==> src/sqa_pkg.sv <==
`timescale 1ns / 1ps
`default_nettype none

package sqa_pkg;

    // word and datapath widths
    localparam int DW        = 32;
    localparam int PW        = 2 * DW;
    localparam int FRAC_BITS = 31;
    // quotient bits resolved by the cell row; anything above overflows
    localparam int QBITS     = DW + 1;
    localparam int HBITS     = PW - QBITS;

    localparam logic signed [DW-1:0] VAL_MAX = {1'b0, {(DW-1){1'b1}}};
    localparam logic signed [DW-1:0] VAL_MIN = {1'b1, {(DW-1){1'b0}}};

    // magnitude of the most negative value, in quotient width plus carry
    localparam logic [QBITS:0] MAG_MIN = (QBITS+1)'(1) << (DW-1);

    // half an lsb added ahead of the product shift
    localparam logic signed [PW-1:0] ROUND_HALF = PW'(1) << (FRAC_BITS-1);

    typedef enum logic [1:0] {
        OP_ADD = 2'd0,
        OP_SUB = 2'd1,
        OP_MUL = 2'd2,
        OP_DIV = 2'd3
    } op_t;

    // data handed from cell to cell
    typedef struct packed {
        logic              is_div;
        logic [DW-1:0]     res;
        logic              neg;
        logic              ovf;
        logic [DW-1:0]     rem;
        logic [DW-1:0]     divisor;
        logic [QBITS-1:0]  dend;
        logic [QBITS-1:0]  quo;
    } cell_t;

endpackage

`default_nettype wire

==> src/sqa_div_cell.sv <==
`timescale 1ns / 1ps
`default_nettype none

module sqa_div_cell
    import sqa_pkg::*;
(
    input  wire logic  clk,
    input  wire logic  rst_n,
    input  wire logic  in_valid,
    output logic       in_ready,
    input  wire cell_t in_data,
    output logic       out_valid,
    input  wire logic  out_ready,
    output cell_t      out_data
);

    logic          valid_reg;
    cell_t         data_reg;
    cell_t         data_next;
    logic [DW:0]   rem_sh;
    logic          q_bit;

    assign in_ready = !valid_reg || out_ready;

    // one restoring step: bring down a dividend bit, try the subtract
    always_comb
    begin
        rem_sh    = {in_data.rem, in_data.dend[QBITS-1]};
        q_bit     = (rem_sh >= {1'b0, in_data.divisor});
        data_next = in_data;
        if (q_bit)
            data_next.rem = DW'(rem_sh - {1'b0, in_data.divisor});
        else
            data_next.rem = rem_sh[DW-1:0];
        data_next.dend = {in_data.dend[QBITS-2:0], 1'b0};
        data_next.quo  = {in_data.quo[QBITS-2:0], q_bit};
    end

    always_ff @(posedge clk or negedge rst_n)
    begin
        if (!rst_n)
            valid_reg <= 1'b0;
        else if (in_ready)
            valid_reg <= in_valid;
    end

    always_ff @(posedge clk)
    begin
        if (in_valid && in_ready)
            data_reg <= data_next;
    end

    assign out_valid = valid_reg;
    assign out_data  = data_reg;

endmodule

`default_nettype wire

==> config.mk <==
export PLATFORM = sky130hd
export DESIGN_NAME = sqa_div_cell
export DESIGN_NICKNAME = d
export VERILOG_FILES = /design/src/sqa_pkg.sv /design/src/sqa_div_cell.sv
export SDC_FILE = /design/constraint.sdc
export NUM_CORES = 1
export LEC_CHECK = 0
export ABC_AREA = 1
export BUFFER_PORTS_ARGS = -buffer_cell sky130_fd_sc_hd__buf_2
export CAP_MARGIN = 20
export CORE_ASPECT_RATIO = 1.25
export CORE_MARGIN = 4
export CORE_UTILIZATION = 28
export CTS_CLUSTER_DIAMETER = 40
export DETAILED_ROUTE_END_ITERATION = 10
export GPL_TIMING_DRIVEN = 0
export SYNTH_ARGS = -nofsm -noshare
export SYNTH_HDL_FRONTEND = slang
export SYNTH_SLANG_ARGS = --single-unit
==> constraint.sdc <==
create_clock -name clk -period 11.1 [get_ports clk]
set_input_delay 2.22 -clock clk [delete_from_list [all_inputs] [get_ports clk]]
set_output_delay 2.22 -clock clk [all_outputs]
set_load 0.005 [all_outputs]
### Word level (Yosys, flattened, before mapping)

Index checks and enable logic that the tools add are counted.

* bits of input ports: 169
* output and inout port bits: 167
* bits in registers: 165
* word-level logic and storage cells: 15

* add/sub/neg operators: 1
* magnitude comparators: 1
* mux-type cells: 1
* reductions and logical operators: 3

Operator list (count)
* 33-bit by 32-bit greater-or-equal comparator with 1-bit output: 1
* 32-bit two-way mux: 1
* 32-bit subtractor: 1
* 1-bit logical AND: 1
* 1-bit zero test: 1
* 1-bit logical OR: 1

### Logic depth before layout (Yosys ltp)

* depth after elaboration: 3
* mapped depth: 16
* depth with buffers taken out: 14

### Worst setup path after synthesis

OpenSTA, ideal clock, no wires.

* path kind: input to register
* from: in in_valid
* to: reg data_reg (netlist bit out_data[0]), enable pin
* library setup time: 0.742 ns
* arrival: 10.144 ns
* required time: 10.358 ns
* path buffers: 0
* path slack: 0.214 ns
* stages on the path: 2
* cells stage by stage: inv_1 > a21oi_1

* word-level cells in the longest chain between the ends: 1

RTL lines
* start: declaration: line sqa_div_cell.sv:9 `input wire logic in_valid,`
* 1-bit logical AND: line sqa_div_cell.sv:49 `if (in_valid && in_ready)`
* end signal: assignment: line sqa_div_cell.sv:50 `data_reg <= data_next;`
* end: declaration: line sqa_div_cell.sv:18 `cell_t data_reg;`

No other way between the ends.
A chain may end at the register's enable or synchronous reset.

### Final worst setup path

* from: in out_ready
* to: out in_ready

* word-level cells in the longest chain between the ends: 1

RTL lines
* start: declaration: line sqa_div_cell.sv:13 `input wire logic out_ready,`
* 1-bit logical OR: line sqa_div_cell.sv:23 `assign in_ready = !valid_reg || out_ready;`
* end: declaration: line sqa_div_cell.sv:10 `output logic in_ready,`

No other way between the ends.

==> impl_summary.log <==
INFO  metric area_growth_syn_to_layout = 35.2%
INFO  metric yosys_warnings = 0
INFO  metric drcViolationCount = 0
INFO  metric unrepaired_setup_endpoints_after_global_routing = false
INFO  metric start_util = 0.286
INFO  metric drv.max_cap_violation_count = 0
INFO  metric clock_insertion_delay_worst_skew = 0.43 ns
INFO  metric drtAntennaViolNets = 0
INFO  metric grt_pass1_vias = 6846
INFO  metric signal_arrival_time_at_the_worst_endpoint = 2.61 ns
INFO  metric clock.fmax = 207 MHz
INFO  metric clock_sink_count = 165
INFO  metric cells_after_synthesis = 824
INFO  metric async_reset_ff_frac = 0.00606
INFO  metric global_route.usage.total = 0.159
INFO  metric routed_wirelength = 26000 microns
INFO  metric worstPathMaxFanout = 2
INFO  metric dr.pass1.iters = 4
INFO  metric rows = 69
INFO  metric slew_headroom = 0.559
INFO  metric grt_start_max_net_pins = 32
INFO  metric cts_buffers = 17
INFO  metric seq_total_area_yosys = 0.605
INFO  metric run_status = completed
INFO  metric final.min_clock_period = 4.83 ns
INFO  metric global_route.overflow_total = 0
INFO  metric routed-via-count = 6625
INFO  metric post_cts_resized = 0
INFO  metric clk_pin_slew = 0.07 ns
INFO  metric cellLeakagePower = 0.00546 uW
INFO  metric synth_fp_nets = 1026
INFO  metric endpoint_kind = output port
INFO  metric yosys.area_share.adder = 0.0514
INFO  metric detailed_place.area = 10500 sq um
INFO  metric critPathLaunchType = input port
INFO  metric muxShareOfSynthArea = 0
INFO  metric avg_vias_per_cell = 4.18
INFO  metric fp.dieH = 199 microns
INFO  metric synth_flop_cell = sky130_fd_sc_hd__edfxtp_1
INFO  metric synth_area_per_cell = 9.92 sq um
INFO  metric gr-usage-met1 = 0.169
INFO  metric core_area = 28600 sq um
INFO  metric design.die.area = 32000 sq um
INFO  metric gp_congestion = 0.907
INFO  metric worst_ep_required_time = 8.88 ns
INFO  metric cts_post_setup_buffers_inserted = 0
INFO  metric synth_compound_area_frac = 0.0156
INFO  metric setup_violations = 0
INFO  metric netlist_top_cells_area = sky130_fd_sc_hd__edfxtp_1 (60%), sky130_fd_sc_hd__nand2_1 (13%), sky130_fd_sc_hd__inv_1 (6.9%), sky130_fd_sc_hd__ha_1 (4.9%), sky130_fd_sc_hd__nand3_1 (3.2%)
INFO  metric timing_worst_setup_path_type = in -> out
INFO  metric place.port_buffers = 333
INFO  metric worstMarginPinSlew = 0.659 ns
INFO  metric clock_tree_from_tritoncts = yes
INFO  metric worst_hold_path_type = reg -> reg
INFO  metric antenna_found_initial = 5
INFO  metric h-tree-depth = 4
INFO  metric finalClockSkew = 0.0117 ns
INFO  metric num-fill-cells = 2880
INFO  metric syn_area = 8180 sq um
INFO  metric post_route_cells_drive_above_1_share = 0.347
INFO  metric clock_tree.root_cell = sky130_fd_sc_hd__clkbuf_16
INFO  metric ir_worst_vdd = 81.9 uV
INFO  metric netlist.top_cell.by_area = sky130_fd_sc_hd__edfxtp_1
INFO  metric edff_count_synth = 164
INFO  metric combinational_family_with_the_most_area_after_synthesis = simple AND/OR/NAND/NOR gates
INFO  metric cts_hold_buf = 0
INFO  metric wire_per_inst = 16.4 microns
INFO  metric yosys.cell_types.count = 32
INFO  metric gr-usage-met3 = 0.0518
INFO  metric yosys.area_share.simple = 0.230
INFO  metric synthDominantCellAreaShare = 0.602
INFO  metric synth_top_cells_by_count = sky130_fd_sc_hd__nand2_1 (278), sky130_fd_sc_hd__edfxtp_1 (164), sky130_fd_sc_hd__inv_1 (151)
INFO  metric finalHoldViolations = 0
INFO  metric tns = 0 ns
INFO  metric finish.net_count = 1384
INFO  metric power-per-cell-area = 146 nW/um^2
INFO  metric area_share_of_xor_xnor_cells_in_the_synthesized_design = 0.0150
INFO  metric first_iter_violations = 340
INFO  metric most_frequently_used_cell_type_in_the_post_synthesis_netlist = sky130_fd_sc_hd__nand2_1
INFO  metric final_design_area_no_fill = 11100 sq um
INFO  metric fin_crit_sh = 0.435
INFO  metric slew_violations = 0
INFO  metric floorplan.die.width = 161 microns
INFO  metric grt-busiest-layer = met2
INFO  metric boundaryPins = 336
INFO  metric first_pass_grt_wire_length = 38600 microns
INFO  metric cts.path.max_buffers = 2
INFO  metric postSynthRegisterBits = 165
INFO  metric grt_use_met2 = 0.301
INFO  metric post_dp_hpwl = 21400 microns
-- metal layers --
layer | part of all wire | vias to the layer above | routed length, microns
li1 | - | 3370 | -
met1 | 0.38 | 2999 | 9750
met2 | 0.53 | 220 | 13800
met3 | 0.075 | 28 | 1940
met4 | 0.018 | 8 | 469
met5 | 0.0021 | - | 55
-- layout make-up --
class | instances | area [sq um] | area share
Antenna cell | 1 | 2.50 | 0.000226
Buffer | 11 | 88.8 | 0.00804
Clock buffer | 17 | 425 | 0.0385
Clock inverter | 15 | 158 | 0.0143
Inverter | 154 | 578 | 0.0523
Multi-Input combinational cell | 494 | 2570 | 0.232
Sequential cell | 165 | 4950 | 0.448
Tap cell | 390 | 488 | 0.0441
Timing Repair Buffer | 339 | 1790 | 0.162
-- power by group --
group | total (uW) | internal (uW) | switching (uW)
Combinational | 281 | 112 | 169
Sequential | 747 | 737 | 9.48
Clock | 590 | 302 | 288
-- path summary, 6_finish.rpt --
path | startpoint | to | slack, ns | cells after the start
max | out_ready | in_ready | 6.27 | 4
min | out_valid | out_valid | 0.58 | 2
max reg2reg | out_valid | out_data[57] | 9.06 | 4
min in group asynchronous | rst_n | out_valid | 1.54 | 1
min reg2reg | out_valid | out_valid | 0.58 | 2
max in group asynchronous | rst_n | out_valid | 9.47 | 1
-- sequential cells by signal, summed over array words and instances, names as in the netlist --
name and count:
out_data 164, out_valid 1
-- cell families after synthesis --
kind of cell,count (synthesis)
flops,165
fa+ha+maj,33
other cells,1
simple gates,421
xor+xnor,14
buf+inv,165
compound gates,25
-- placed cells by master, fill, tap and decap left out, types with 2 or more instances in the layout --
cell type / instances
sky130_fd_sc_hd__buf_2: 340
sky130_fd_sc_hd__nand2_1: 278
sky130_fd_sc_hd__edfxtp_1: 164
sky130_fd_sc_hd__inv_1: 151
sky130_fd_sc_hd__nand3_1: 52
sky130_fd_sc_hd__nor2_1: 34
sky130_fd_sc_hd__ha_1: 32
sky130_fd_sc_hd__a21oi_1: 21
sky130_fd_sc_hd__clkbuf_16: 17
sky130_fd_sc_hd__nand3_2: 16
sky130_fd_sc_hd__xor2_1: 13
sky130_fd_sc_hd__nand3b_1: 10
sky130_fd_sc_hd__and2_1: 8
sky130_fd_sc_hd__nor3_1: 6
sky130_fd_sc_hd__buf_12: 6
sky130_fd_sc_hd__inv_6: 6
sky130_fd_sc_hd__nor2_2: 5
sky130_fd_sc_hd__nand2_2: 4
sky130_fd_sc_hd__inv_8: 4
sky130_fd_sc_hd__inv_2: 3
sky130_fd_sc_hd__clkinv_8: 3
sky130_fd_sc_hd__nor3_2: 2
sky130_fd_sc_hd__nand4_1: 2
sky130_fd_sc_hd__o21ai_0: 2
-- through the flow --
| step | setup slack, ns | power [uW] | hold WS [ns] | util | instances |
|---|---|---|---|---|---|
| 2_1_floorplan | 0.214 | 925 | 0.528 | - | 824 |
| 3_3_place_gp | -3.45 | 1050 | 0.495 | 0.361 | 1547 |
| 3_5_place_dp | 6.27 | 1050 | 0.560 | 0.366 | 1553 |
| 4_1_cts | 6.27 | 1640 | 0.578 | 0.387 | 1585 |
| 5_1_grt | 6.22 | 1710 | 0.632 | 0.387 | 1586 |
| 6_report | 6.27 | 1620 | 0.581 | 0.387 | 1586 |
-- worst max-delay path, stage by stage --
cell and delay [ns]:
sky130_fd_sc_hd__buf_2 0.09, sky130_fd_sc_hd__inv_1 0.10, sky130_fd_sc_hd__nand2_1 0.07, sky130_fd_sc_hd__buf_2 0.13
(Power assumes the default switching activity.)
