[config.mk]
export PLATFORM = sky130hd
export DESIGN_NAME = sqa_final
export DESIGN_NICKNAME = d
export VERILOG_FILES = /design/src/sqa_pkg.sv /design/src/sqa_final.sv
export SDC_FILE = /design/constraint.sdc
export NUM_CORES = 1
export LEC_CHECK = 0
export ABC_CLOCK_PERIOD_IN_PS = 3930
export BUFFER_PORTS_ARGS = -buffer_cell sky130_fd_sc_hd__buf_2
export CORE_MARGIN = 2
export CORE_UTILIZATION = 40
export DETAILED_ROUTE_END_ITERATION = 8
export PLACE_DENSITY = 0.71
export SYNTH_ARGS = -nofsm -noshare
export SYNTH_HDL_FRONTEND = slang
export SYNTH_SLANG_ARGS = --single-unit
export TNS_END_PERCENT = 1
[constraint.sdc]
create_clock -name clk -period 3.93 [get_ports clk]
set_input_delay 0.786 -clock clk [delete_from_list [all_inputs] [get_ports clk]]
set_output_delay 0.786 -clock clk [all_outputs]
set_load 0.02 [all_outputs]
[src/sqa_pkg.sv]
`timescale 1ns / 1ps
`default_nettype none

package sqa_pkg;

    // word and datapath widths
    localparam int DW        = 32;
    localparam int PW        = 2 * DW;
    localparam int FRAC_BITS = 31;
    // quotient bits resolved by the cell row; anything above overflows
    localparam int QBITS     = DW + 1;
    localparam int HBITS     = PW - QBITS;

    localparam logic signed [DW-1:0] VAL_MAX = {1'b0, {(DW-1){1'b1}}};
    localparam logic signed [DW-1:0] VAL_MIN = {1'b1, {(DW-1){1'b0}}};

    // magnitude of the most negative value, in quotient width plus carry
    localparam logic [QBITS:0] MAG_MIN = (QBITS+1)'(1) << (DW-1);

    // half an lsb added ahead of the product shift
    localparam logic signed [PW-1:0] ROUND_HALF = PW'(1) << (FRAC_BITS-1);

    typedef enum logic [1:0] {
        OP_ADD = 2'd0,
        OP_SUB = 2'd1,
        OP_MUL = 2'd2,
        OP_DIV = 2'd3
    } op_t;

    // data handed from cell to cell
    typedef struct packed {
        logic              is_div;
        logic [DW-1:0]     res;
        logic              neg;
        logic              ovf;
        logic [DW-1:0]     rem;
        logic [DW-1:0]     divisor;
        logic [QBITS-1:0]  dend;
        logic [QBITS-1:0]  quo;
    } cell_t;

endpackage

`default_nettype wire

[src/sqa_final.sv]
`timescale 1ns / 1ps
`default_nettype none

module sqa_final
    import sqa_pkg::*;
(
    input  wire logic          clk,
    input  wire logic          rst_n,
    input  wire logic          in_valid,
    output logic               in_ready,
    input  wire cell_t         in_data,
    output logic               out_valid,
    input  wire logic          out_ready,
    output logic signed [DW-1:0] result_value
);

    logic                 valid_reg;
    logic signed [DW-1:0] result_reg;
    logic signed [DW-1:0] result_next;
    logic                 rnd;
    logic [QBITS:0]       qr;
    logic [QBITS:0]       qneg;

    assign in_ready = !valid_reg || out_ready;

    // quotient rounding, ties away from zero, then sign and saturation
    always_comb
    begin
        rnd  = ({in_data.rem, 1'b0} >= {1'b0, in_data.divisor});
        qr   = {1'b0, in_data.quo} + (QBITS+1)'(rnd);
        qneg = -qr;
        if (!in_data.is_div)
            result_next = in_data.res;
        else if (in_data.ovf)
            result_next = in_data.neg ? VAL_MIN : VAL_MAX;
        else if (in_data.neg)
            result_next = (qr > MAG_MIN) ? VAL_MIN : qneg[DW-1:0];
        else
            result_next = (qr >= MAG_MIN) ? VAL_MAX : qr[DW-1:0];
    end

    always_ff @(posedge clk or negedge rst_n)
    begin
        if (!rst_n)
            valid_reg <= 1'b0;
        else if (in_ready)
            valid_reg <= in_valid;
    end

    always_ff @(posedge clk)
    begin
        if (in_valid && in_ready)
            result_reg <= result_next;
    end

    assign out_valid    = valid_reg;
    assign result_value = result_reg;

endmodule

`default_nettype wire

-- After elaboration in Yosys (flattened, before gate mapping)
Cells that the tools add are included.
- reduce and logical (&&, ||, !) cells: 3
- $add $sub $neg: 2
- $lt $le $gt $ge: 3
- mux-type cells: 6
- operators by type and width (cell ; count):
    32-bit 2-to-1 mux ; 6
    33-bit by 1-bit adder with 34-bit output ; 1
    34-bit by 32-bit greater-or-equal comparator with 1-bit output, second input constant ; 1
    34-bit by 32-bit > comparator with 1-bit output, second input constant ; 1
    33-bit by 32-bit greater-or-equal comparator with 1-bit output ; 1
    32-bit negator ; 1
    1-bit logical AND ; 1
    1-bit zero test ; 1
    1-bit logical OR ; 1
- register bits after elaboration: 33
- input bits: 169

-- Longest topological paths before layout
- word-level depth: 7
- mapped depth: 25

-- Worst setup path before layout
No wires, ideal clock.
- kind: input port to flip-flop
- start point: in in_data[92] in the netlist's numbering
- end point: reg result_reg[29], in the netlist result_value[29], data pin
- data arrival time: 5.135 ns
- cell stages on the path: 24
- setup slack: -1.340 ns
- cell sequence: inv_1 > ha_1 > a21o_1 > a21oi_1 > nor2b_1 > o21ai_0 > nand2b_1 > a21oi_1 > o2111ai_1 > a211oi_1 > o21ai_0 > ha_1 > ha_1 > inv_1 > ha_1 > or4b_1 > o31ai_1 > and2b_1 > nand3_1 > nor4b_1 > and3_4 > a21oi_4 > or4_1 > nand3_1
- longest elaborated chain between the ends: 7
- elaborated cells between the ends (all ways): 10
- classes of those cells: 2 x add/sub; 3 x order compare; 5 x mux
- RTL lines (element ; RTL line ; RTL):
    start, declared ; sqa_final.sv:11 ; input wire cell_t in_data,
    33-bit by 32-bit greater-or-equal comparator with 1-bit output * ; sqa_final.sv:29 ; rnd = ({in_data.rem, 1'b0} >= {1'b0, in_data.divisor});
    33-bit by 1-bit adder with 34-bit output * ; sqa_final.sv:30 ; qr = {1'b0, in_data.quo} + (QBITS+1)'(rnd);
    32-bit negator, or another cell as far along ; sqa_final.sv:31 ; qneg = -qr;
    32-bit 2-to-1 mux, on equally long branches ; sqa_final.sv:37, sqa_final.sv:39 ;
    32-bit 2-to-1 mux * ; sqa_final.sv:36 ; else if (in_data.neg)
    32-bit 2-to-1 mux * ; sqa_final.sv:34 ; else if (in_data.ovf)
    32-bit 2-to-1 mux * ; sqa_final.sv:32 ; if (!in_data.is_div)
    named net result_next[29] ; sqa_final.sv:19 ; logic signed [DW-1:0] result_next;
    end signal, assigned ; sqa_final.sv:53 ; result_reg <= result_next;
    end, declared ; sqa_final.sv:18 ; logic signed [DW-1:0] result_reg;
The timed path passes the listed nets; every way through them passes the cells marked *.
A chain may end at the register's enable or synchronous reset.

-- Worst setup path after layout
- start point: in in_data[76] in the netlist's numbering
- end point: reg result_reg[29], in the netlist result_value[29], data pin
The elaborated chain is that of the path after synthesis.

==> flow_summary_export.csv <==
group,metric,value,unit
grt,use_met3,2.17,%
logic_synthesis,synthesis.instances,548,
grt,grt_busiest_layer,"met2",
setup_path,crit_required,4.08,ns
flow_run,max-cap-violations,0,
sta,hold_viol,0,
grt,met2_usage,42.6,%
cells_and_area,final_nets,1005,
setup_path,slowest_stage,"or4b_4",
logic_synthesis,postSynthAreaPerCell,7.98,sq um
routing,routedWlPerCell,14.8,microns
sta,clock.fmax,0.210,GHz
routing,firstDrtPassIters,5,
clocking,cts_sinks,33,
cells_and_area,seqCellArea,986,sq um
logic_synthesis,synth_cell_types,72,
logic_synthesis,synthTopCellsByArea,"edfxtp_1 22%, ha_1 10%, xnor2_1 5.4%",
logic_synthesis,yosysWarnings,0,
setup_path,max_stage_delay,0.47,ns
cells_and_area,drive_above_1_share,43.9,%
logic_synthesis,yosys.area.top_type,"edfxtp_1",
die,dieWidth,109,microns
clocking,clkTransAtPathRegs,0.06,ns
place,post-place-ws,-1.27,ns
setup_path,cp_max_fo,13,
die,dieArea,11800,sq um
grt,grt_max_degree,52,
power_and_ir_drop,leakage,2.85,nW
clocking,htreeDepth,2,
clocking,max-clock-path-buffers,2,
cells_and_area,fill_cells,969,
place,io_buffers,169,
clocking,cts_buffers,5,
outcome,status,"finished with violations",
sta,fin_ws,-0.837,ns
grt,use_met1,27.5,%
grt,antenna_found_initial,0,
power_and_ir_drop,ir_drop,0.159,mV
die,pin_count,203,
logic_synthesis,dominantRegCellSynth,"edfxtp_1",
grt,grt_pass1_vias,4812,
cells_and_area,syn_to_final_growth,47.2,%
die,die_y,109,microns
outcome,violations,"setup timing",
grt,grt-ovfl-total,0,
logic_synthesis,synth_area,4370,sq um
place,gp_congestion,0.880,
sta,drv_slew,0,
setup_path,critPathArrivalTime,4.92,ns
clocking,hold_buffers,0,
sta,finalCritPeriodShare,121,%
sta,min_period,4.77,ns
routing,wl,14.0,mm
clocking,cts-root-buf,"clkbuf_8",
cells_and_area,antenna_cells,0,
grt,grt_pass1_wl,22.0,mm
power_and_ir_drop,power,1.19,mW
routing,route.detailed.drc,0,
sta,slew-limit-headroom,64.5,%
die,num_rows,38,
sta,setup_viol,32,
logic_synthesis,ys_ff_latch,33,
routing,vias_per_cell,5.35,
setup_path,crit_path_end_kind,"register",
cells_and_area,multi_input_area,3320,sq um
clocking,clk_latency,0.28,ns
sta,tightest_slew,0.532,ns
logic_synthesis,syn-num-nets,752,
sta,rsz0062_at_grt,"true",
place,hpwl,11.5,mm
setup_path,critPathKind,"input port to register",
clocking,cts_tree,"yes",
die,core_area,10700,sq um
routing,ant_nets,0,
logic_synthesis,synth_edf_count,32,
setup_path,start_kind,"input port",
routing,initialDrtViolationCount,306,
sta,worst_hold_slack,0.264,ns
grt,grt.total_usage,22.9,%
worst_hold_path,min_path_type,"input port to async pin",
routing,dr_total_vias,5035,
power_and_ir_drop,power.density,185,nW/um^2
sta,finalClockSkew,0.00290,ns
logic_synthesis,synth_top_area_share,22.0,%
die,start_util,40.7,%
logic_synthesis,yosysSeqAreaShare,22.6,%
logic_synthesis,async_reset_ff_share,3.03,%
timing repair:
| item | CTS | global route |
|---|---|---|
| gates resized for setup | 18 | 17 |
| setup buffers | 0 | 1 |
| pin swaps | 6 | 8 |
| setup endpoints to repair | 32 | 32 |
layer usage:
layer	vias up	share of wire, %
met3	19	6.5
met4	0	2.0
met1	2286	42
met2	191	50
met5	-	0
li1	2539	-
kinds of logic after synthesis:
group,count (synthesis),share of synthesized area (%)
buf+inv,71,6.75
simple gates,226,28.1
compound gates,124,20.1
fa+ha+maj,35,10.0
flops,33,22.6
mux,16,3.92
xor+xnor,43,8.61
cell usage after synthesis (all sizes together), types with 3 or more instances:
| cell type | instances |
|---|---|
| a31oi | 12 |
| ha | 35 |
| nand2b | 5 |
| mux2 | 9 |
| o211ai | 4 |
| and2 | 3 |
| and4 | 4 |
| inv | 38 |
| a21o | 6 |
| nor3 | 17 |
| a31o | 7 |
| a211oi | 4 |
| or3 | 8 |
| nand2 | 47 |
| edfxtp | 32 |
| nor2 | 41 |
| mux2i | 7 |
| xnor2 | 27 |
| o221ai | 10 |
| nor4b | 4 |
| or4 | 4 |
| nor2b | 9 |
| clkbuf | 20 |
| buf | 13 |
| nor4 | 9 |
| a311oi | 3 |
| nand3 | 30 |
| a21oi | 27 |
| a21boi | 3 |
| o21ai | 16 |
| o21a | 13 |
| nand4 | 27 |
| and3 | 11 |
| xor2 | 16 |
area by class of cell:
cell class,instances,share of cell area [%]
Multi-Input combinational cell,444,51.6
Sequential cell,33,15.3
Clock buffer,8,1.24
Inverter,38,2.33
Tap cell,140,2.72
Timing Repair Buffer,279,26.8
through the flow:
| stage | setup TNS, ns | instances | instance area (sq um) | utilization (%) |
|---|---|---|---|---|
| floorplan | -22.98 | 548 | 4470 | - |
| global placement | -34.09 | 933 | 6190 | 57.6 |
| detailed placement | -37.43 | 933 | 6190 | 57.6 |
| CTS | -25.16 | 941 | 6350 | 59.1 |
| global route | -30.56 | 942 | 6430 | 59.9 |
| finish | -23.53 | 942 | 6430 | 59.9 |
power by group:
part           internal (mW)  leakage (nW)  switching, mW  total [mW]
clock network          0.126        0.0395          0.111       0.236
registers              0.417         0.312        0.00488       0.422
logic                  0.252          2.50          0.282       0.534
registers in the layout, summed over array words and instances (netlist names):
register,cells
result_value,32
out_valid,1
layout by cell type (no fill, tap or decap), types with 9 or more instances in the layout:
cell / Yosys / routed
inv_1: 38 / 35
nor3_1: 15 / 13
xor2_1: 16 / 15
buf_2: 8 / 167
buf_4: 3 / 107
nand4_1: 25 / 25
xnor2_1: 27 / 27
nand2_1: 47 / 46
nor2_1: 41 / 39
and3_1: 9 / 9
nand3_1: 30 / 28
edfxtp_1: 32 / 32
a31oi_1: 12 / 12
a21oi_1: 25 / 20
o21a_1: 13 / 13
ha_1: 35 / 27
nor2b_1: 9 / 9
path summary, 6_finish.rpt:
check / startpoint / endpoint / slack, ns / depth (start not counted)
max: in_data[76] / result_value[29]$_DFFE_PP_ / -0.84 / 25
min: rst_n / out_valid$_DFFE_PN0N_ / 0.26 / 1
max reg2reg: out_valid$_DFFE_PN0N_ / result_value[9]$_DFFE_PP_ / 2.62 / 3
min reg2reg: out_valid$_DFFE_PN0N_ / out_valid$_DFFE_PN0N_ / 0.52 / 2
max in group asynchronous: rst_n / out_valid$_DFFE_PN0N_ / 3.58 / 1
min in group clk: out_valid$_DFFE_PN0N_ / out_valid$_DFFE_PN0N_ / 0.52 / 2
critical path, delay by kind of cell:
| family | cells | cell delay, ns |
|---|---|---|
| compound gates | 9 | 1.19 |
| fa+ha+maj | 4 | 0.76 |
| buf+inv | 3 | 0.23 |
| simple gates | 9 | 1.94 |
Note: power is estimated with default switching activity, not from simulation.
