==> config.mk <==
export PLATFORM = sky130hd
export DESIGN_NAME = sqa_prep
export DESIGN_NICKNAME = d
export VERILOG_FILES = /design/src/sqa_pkg.sv /design/src/sqa_prep.sv
export SDC_FILE = /design/constraint.sdc
export NUM_CORES = 2
export LEC_CHECK = 0
export BUFFER_PORTS_ARGS = -buffer_cell sky130_fd_sc_hd__buf_2
export CAP_MARGIN = 5
export CORE_AREA = 2 2 274 276
export CTS_CLUSTER_DIAMETER = 50
export CTS_CLUSTER_SIZE = 14
export DETAILED_ROUTE_END_ITERATION = 7
export DIE_AREA = 0 0 276 278
export PLACE_DENSITY = 0.83
export REMOVE_ABC_BUFFERS = 1
export SKIP_LAST_GASP = 1
export SLEW_MARGIN = 20
export SYNTH_ARGS = -nofsm -noshare
export SYNTH_HDL_FRONTEND = slang
export SYNTH_SLANG_ARGS = --single-unit
==> constraint.sdc <==
create_clock -name clk -period 5.65 [get_ports clk]
set_clock_uncertainty 0.2 [all_clocks]
set_input_delay 1.4125 -clock clk [delete_from_list [all_inputs] [get_ports clk]]
set_output_delay 1.4125 -clock clk [all_outputs]
set_load 0.01 [all_outputs]
==> src/sqa_pkg.sv <==
`timescale 1ns / 1ps
`default_nettype none

package sqa_pkg;

    // word and datapath widths
    localparam int DW        = 32;
    localparam int PW        = 2 * DW;
    localparam int FRAC_BITS = 31;
    // quotient bits resolved by the cell row; anything above overflows
    localparam int QBITS     = DW + 1;
    localparam int HBITS     = PW - QBITS;

    localparam logic signed [DW-1:0] VAL_MAX = {1'b0, {(DW-1){1'b1}}};
    localparam logic signed [DW-1:0] VAL_MIN = {1'b1, {(DW-1){1'b0}}};

    // magnitude of the most negative value, in quotient width plus carry
    localparam logic [QBITS:0] MAG_MIN = (QBITS+1)'(1) << (DW-1);

    // half an lsb added ahead of the product shift
    localparam logic signed [PW-1:0] ROUND_HALF = PW'(1) << (FRAC_BITS-1);

    typedef enum logic [1:0] {
        OP_ADD = 2'd0,
        OP_SUB = 2'd1,
        OP_MUL = 2'd2,
        OP_DIV = 2'd3
    } op_t;

    // data handed from cell to cell
    typedef struct packed {
        logic              is_div;
        logic [DW-1:0]     res;
        logic              neg;
        logic              ovf;
        logic [DW-1:0]     rem;
        logic [DW-1:0]     divisor;
        logic [QBITS-1:0]  dend;
        logic [QBITS-1:0]  quo;
    } cell_t;

endpackage

`default_nettype wire

==> src/sqa_prep.sv <==
`timescale 1ns / 1ps
`default_nettype none

module sqa_prep
    import sqa_pkg::*;
(
    input  wire logic                 clk,
    input  wire logic                 rst_n,
    input  wire logic                 in_valid,
    output logic                      in_ready,
    input  wire logic [1:0]           opcode,
    input  wire logic signed [DW-1:0] operand_a,
    input  wire logic signed [DW-1:0] operand_b,
    output logic                      out_valid,
    input  wire logic                 out_ready,
    output cell_t                     out_data
);

    logic                 a_valid_reg;
    op_t                  op_reg;
    logic signed [DW-1:0] a_reg;
    logic signed [DW-1:0] b_reg;
    logic signed [PW-1:0] prod_reg;
    logic                 b_valid_reg;
    cell_t                data_reg;
    cell_t                data_next;

    logic                 a_ready;
    logic                 b_ready;

    logic signed [DW:0]   sum;
    logic [DW-1:0]        sum_sat;
    logic signed [PW-1:0] prnd;
    logic signed [PW-1:0] psh;
    logic [DW-1:0]        mul_sat;
    logic [PW-DW:0]       p_hi;
    logic [DW-1:0]        a_mag;
    logic [DW-1:0]        b_mag;
    logic [PW-1:0]        na;
    logic [HBITS-1:0]     na_hi;

    // bubble-collapsing ready for the two stages
    assign b_ready  = !b_valid_reg || out_ready;
    assign a_ready  = !a_valid_reg || b_ready;
    assign in_ready = a_ready;

    always_ff @(posedge clk or negedge rst_n)
    begin
        if (!rst_n)
        begin
            a_valid_reg <= 1'b0;
            b_valid_reg <= 1'b0;
        end
        else
        begin
            if (a_ready)
                a_valid_reg <= in_valid;
            if (b_ready)
                b_valid_reg <= a_valid_reg;
        end
    end

    // stage one: operands and the full product
    always_ff @(posedge clk)
    begin
        if (in_valid && a_ready)
        begin
            op_reg   <= op_t'(opcode);
            a_reg    <= operand_a;
            b_reg    <= operand_b;
            prod_reg <= PW'(operand_a) * PW'(operand_b);
        end
    end

    // add and subtract with saturation
    always_comb
    begin
        if (op_reg == OP_SUB)
            sum = {a_reg[DW-1], a_reg} - {b_reg[DW-1], b_reg};
        else
            sum = {a_reg[DW-1], a_reg} + {b_reg[DW-1], b_reg};
        if (sum[DW] != sum[DW-1])
            sum_sat = sum[DW] ? VAL_MIN : VAL_MAX;
        else
            sum_sat = sum[DW-1:0];
    end

    // product rounding, shift and saturation
    always_comb
    begin
        prnd = prod_reg + ROUND_HALF;
        psh  = prnd >>> FRAC_BITS;
        p_hi = psh[PW-1:DW-1];
        if ((&p_hi) || !(|p_hi))
            mul_sat = psh[DW-1:0];
        else
            mul_sat = psh[PW-1] ? VAL_MIN : VAL_MAX;
    end

    // divide set-up: magnitudes, scaled dividend, early overflow
    always_comb
    begin
        a_mag = a_reg[DW-1] ? DW'(-a_reg) : a_reg;
        b_mag = b_reg[DW-1] ? DW'(-b_reg) : b_reg;
        na    = {{(PW-DW){1'b0}}, a_mag} << FRAC_BITS;
        na_hi = na[PW-1:QBITS];
    end

    always_comb
    begin
        data_next.is_div  = (op_reg == OP_DIV);
        data_next.divisor = b_mag;
        data_next.rem     = {{(DW-HBITS){1'b0}}, na_hi};
        data_next.dend    = na[QBITS-1:0];
        data_next.quo     = '0;
        if (b_mag == '0)
        begin
            data_next.ovf = 1'b1;
            data_next.neg = a_reg[DW-1];
        end
        else
        begin
            data_next.ovf = ({{(DW-HBITS){1'b0}}, na_hi} >= b_mag);
            data_next.neg = a_reg[DW-1] ^ b_reg[DW-1];
        end
        case (op_reg)
            OP_ADD:  data_next.res = sum_sat;
            OP_SUB:  data_next.res = sum_sat;
            OP_MUL:  data_next.res = mul_sat;
            default: data_next.res = '0;
        endcase
    end

    // stage two: initial cell state
    always_ff @(posedge clk)
    begin
        if (a_valid_reg && b_ready)
            data_reg <= data_next;
    end

    assign out_valid = b_valid_reg;
    assign out_data  = data_reg;

endmodule

`default_nettype wire

---- Yosys cells after proc, flatten, opt, wreduce, memory -nomap -nowiden ----
Cells that the tools add are included.
word-level totals
  register bits ........................... 231
  bits in latches ......................... 0
  memory bits (writable) .................. 0
  memory bits (read-only) ................. 0
  input bits .............................. 70
  output and inout bits ................... 167
  memories kept ........................... 0
operators by class
  add/subtract/negate cells ............... 5
  multipliers ............................. 1
  div/mod/pow operators ................... 0
  order comparisons ....................... 1
  equal/unequal tests ..................... 4
  shift operators ......................... 0
  multiplexer cells ....................... 9
  bitwise gates (word level) .............. 1
  reduce and logical (&&, ||, !) cells .... 13
operators with widths
  operator                  count
  $mux W32                  6
  $add A64 B32 Y64 const B  1
  $mul A32 B32 Y64          1
  $neg A32 Y32              2
  $pmux W32 S2              1
  $add A32 B32 Y33          1
  $mux W33                  1
  $sub A32 B32 Y33          1
  $ge A30 B32 Y1            1
  $logic_not A32 Y1         1
  $eq A2 B2 Y1 const B      2
  $reduce_or A2 Y1          2
  $logic_not A1 Y1          3
  $logic_or A1 B1 Y1        3
  $eq A2 B1 Y1 const B      1
  $logic_and A1 B1 Y1       2
  $logic_not A2 Y1          1
  $mux W2                   1
  $reduce_and A2 Y1         1
  $ne A1 B1 Y1              1
  $xor A1 B1 Y1             1

---- Longest topological paths before layout ----
  depth in word-level cells ............... 6
  gate-level depth with buffers ........... 29
  gate-level depth less buffers ........... 28

---- Worst setup path after synthesis ----
No wires, ideal clock.
  path type ............................... input port to flip-flop
  start ................................... in operand_a[31]
  end ..................................... reg prod_reg[63] (data pin)
  setup time .............................. 0.174 ns
  arrival ................................. 8.619 ns
  setup slack ............................. -3.344 ns
  stages on the path ...................... 26
  cell sequence ........................... clkbuf_1 -> nand2_1 -> inv_1 -> fa_1 -> inv_1 -> fa_1 -> fa_1 -> inv_1 -> fa_1 -> inv_1 -> fa_1 -> inv_1 -> fa_1 -> fa_1 -> fa_1 -> ha_1 -> clkbuf_1 -> a21o_1 -> a21o_1 -> a21o_1 -> a21oi_1 -> a21oi_1 -> a21o_1 -> nor2_1 -> o21ai_0 -> a311oi_1
between the ends
  word-level cells in the longest chain between the ends .. 1
RTL lines
  element               line            RTL
  start, declared       sqa_prep.sv:12  input wire logic signed [DW-1:0] operand_a,
  $mul A32 B32 Y64      sqa_prep.sv:71  prod_reg <= PW'(operand_a) * PW'(operand_b);
  end signal, assigned  sqa_prep.sv:71
  end, declared         sqa_prep.sv:23  logic signed [PW-1:0] prod_reg;
No other way between the ends.
A chain may end at the register's enable or synchronous reset.

---- Final worst setup path ----
  start ................................... in operand_a[25]
  end ..................................... reg prod_reg[63] (data pin)
The elaborated chain is that of the path after synthesis.

==> metrics.csv <==
stage,metric,value,unit
setup_path,CP endpoint kind,register,
logic_synthesis,post-synthesis cell count,4820,
run_status,failing checks,"design-rule violations, negative setup slack",
floorplanning,num rows,100,
drt,1st-iter DRT viols,4519,
timing,crit share post-route,1.47,
clock_tree,Root Driver,clkbuf_16,
floorplanning,Initial Util,0.643,
placed_design,Post-DP HPWL,114,mm
worst_hold_path,worst hold path class,register to register,
layout,final net count,6756,
setup_path,Critical Path Most Common Cell,fa_1,
grt,largest net degree at the start of global routing,68,
timing,Max Fclk,0.120,GHz
layout,share of cells above drive strength 1,0.213,
placed_design,GPL Wtd Cong,0.963,
grt,vias in the first global route,41800,
grt,initial antenna violation count,5,
run_status,status,"complete, but fails checks",
floorplanning,floorplan die area,76700,um^2
timing,Final Hold Vio Count,0,
logic_synthesis,"FF+latch count, synth",201,
timing,post-route setup slack,-2.68,ns
drt,DR WL/cell,24.8,um
drt,Residual DRC,30,
setup_path,R2R Setup Slk,0.10,ns
layout,Largest register FFs,99,
clock_tree,CTS H-Tree Depth,1,
logic_synthesis,YS warnings,0,
drt,Via density,6.10,
setup_path,CP max FO,6,
timing,RSZ-0062 raised after global routing,true,
timing,Tmin final,8.33,ns
drt,final WL,157,mm
grt,grt ovf,0,
run,max_cap viols,0,
setup_path,critical path's slowest cell,fa_2,
clock_tree,clk slew on worst S/H paths,0.07,ns
drt,routed via count,38700,
timing,Slew @ Worst Pin,0.933,ns
setup_path,"Critical Path, Cell by Cell","buf_2, buf_12, buf_12, buf_4, and2_1, fa_2, fa_1, inv_1, fa_1, fa_1, inv_1, fa_1, fa_1, fa_2, fa_1, ha_4, and3_4, and2_1, a21boi_2, o31a_1, a21oi_4, nor2_4, o211a_1, a311oi_1",
setup_path,worst path arrival time,8.47,ns
timing,# setup viols final,34,
placed_design,I/O Buffers,170,
clock_tree,buffer levels on the longest clock path,3,
drt,DRT Pass-1 Iters,8,
clock_tree,TritonCTS Buffers,22,
timing,"Slew Viols, Final",0,
logic_synthesis,Syn Area/Cell,9.85,um^2
clock_tree,Worst-Skew Late Latency,0.55,ns
setup_path,Crit path required time,5.79,ns
logic_synthesis,Netlist cell types,74,
logic_synthesis,main flop type after synthesis,edfxtp_1,
logic_synthesis,asr flop ratio synth,0.00995,
grt,total track usage,0.391,
floorplanning,core area,73800,um^2
placed_design,Cells after DPL,6208,
setup_path,max incr delay on CP,0.60,ns
layout,fill count,4181,
setup_path,kind of critical path,input pin to register,
floorplanning,Top Ports,237,
floorplanning,Die H,278,um
logic_synthesis,Post-synth EDFFs,199,
logic_synthesis,register area share after synthesis,0.127,
drt,Post-DRT Antenna Nets,0,
logic_synthesis,Post-Syn Area,47500,um^2
grt,first-pass GRT wire length,230,mm
timing,Slew headroom,0.378,
clock_tree,CTS Sinks,201,
setup_path,CP Launch Type,input pin,
floorplanning,die width,276,um
layout,area grow syn2layout,19.5,%
layout,Finished Layout Cells,6341,
clock_tree,CTS tree,done,
routing by layer:
metal | wire length, um | vias up | global-route usage
met1 | 50900 | 19000 | 0.483
met2 | 72100 | 3185 | 0.639
met3 | 20800 | 1062 | 0.0920
met5 | 45 | - | 0
met4 | 13400 | 6 | 0.218
li1 | - | 15500 | -
what timing repair did:
action	CTS	global route
setup endpoints to repair	38	65
buffers inserted	47	42
pin swaps	241	161
cloned	8	4
endpoints found under the hold margin	0	0
gates resized for setup	499	181
hold buffers	0	0
layout make-up:
class	count	area (um^2)	share of cell area
multi-input combinational	3379	38100	0.671
antenna	5	12.5	0.000221
sequential	201	6030	0.106
timing repair buffer	750	7000	0.123
inverter	1004	3770	0.0664
clock buffer	24	568	0.0100
clock inverter	9	92.6	0.00163
tap	969	1210	0.0214
path summary, 6_finish.rpt:
| check | start | cells after the start | endpoint |
|---|---|---|---|
| max | operand_a[25] | 24 | prod_reg[63] |
| min | a_reg[0] | 0 | out_data[64] |
| max reg2reg | b_reg[1] | 18 | out_data[150] |
| min reg2reg | a_reg[0] | 0 | out_data[64] |
| max in group asynchronous | rst_n | 1 | a_valid_reg |
| min in group asynchronous | rst_n | 1 | out_valid |
synth_stat cells, types with 57 or more instances:
library cell | number | area [um^2]
fa_1 | 1082 | 21700
inv_1 | 1004 | 3770
nand2_1 | 586 | 2200
and2_1 | 524 | 3280
ha_1 | 246 | 3080
clkbuf_1 | 219 | 822
edfxtp_1 | 199 | 5980
o21ai_0 | 102 | 510
xnor2_1 | 102 | 893
xor2_1 | 87 | 762
a21oi_1 | 75 | 375
nor2_1 | 75 | 282
buf_4 | 66 | 495
a21o_1 | 57 | 428
cell usage in the layout, fill, tap and decap left out, types with 9 or more instances in the layout:
cell,Yosys,routed
and2_4,0,39
nor3_1,24,18
o21a_1,11,10
xnor2_1,102,95
clkbuf_16,0,26
a21o_1,57,57
fa_2,0,87
nor2_1,75,67
ha_4,0,32
o21ai_1,6,11
nand2_2,0,12
a21oi_1,75,53
o21ai_2,1,11
o31ai_1,30,28
inv_2,0,49
buf_12,0,61
a21oi_2,1,19
or3_1,12,11
xor2_1,87,85
inv_1,1004,955
conb_1,1,66
buf_8,0,31
nand3_1,24,17
nand4_1,31,31
fa_1,1082,995
ha_1,246,212
nand2_1,586,571
a2bb2oi_1,24,23
buf_6,4,94
buf_2,9,114
and3_1,17,12
o21ai_0,102,85
a211oi_1,11,9
edfxtp_1,199,199
nand2b_1,32,31
and2_1,524,485
buf_4,66,434
stage by stage:
stage               setup WS, ns  cell area (um^2)  hold slack (ns)   util  TNS (ns)
global route               -2.75             56700            0.286  0.768    -83.71
floorplan                  -3.05             46300            0.226      -    -85.10
detailed placement         -3.43             52500            0.246  0.711   -104.73
global placement           -3.25             52500            0.240  0.711    -99.70
CTS                        -2.22             55600            0.267  0.753    -69.98
finish                     -2.68             56700            0.272  0.769    -81.42
cell families (layout without fill, tap and decap cells):
group                    Yosys count  after routing  synth area share
AO/OA/AOI/OAI                    409            409            0.0582
other                              1             71         0.0000790
adder cells (fa/ha/maj)         1328           1328             0.521
flip-flops                       201            201             0.127
XOR/XNOR                         193            194            0.0365
buffers and inverters           1306           1787             0.109
AND/OR/NAND/NOR                 1382           1382             0.148
worst max-delay path: cells and delay by family:
family	cells	cell delay, ns
adders and majority gates	9	4.51
AOI/OAI and AO/OA	5	1.17
buffers and inverters	6	0.69
and+or+nand+nor	4	0.67
Power is left out: the tool's default activity adds up to more than one toggle a clock period on the data nets, which glitch-free logic cannot reach.
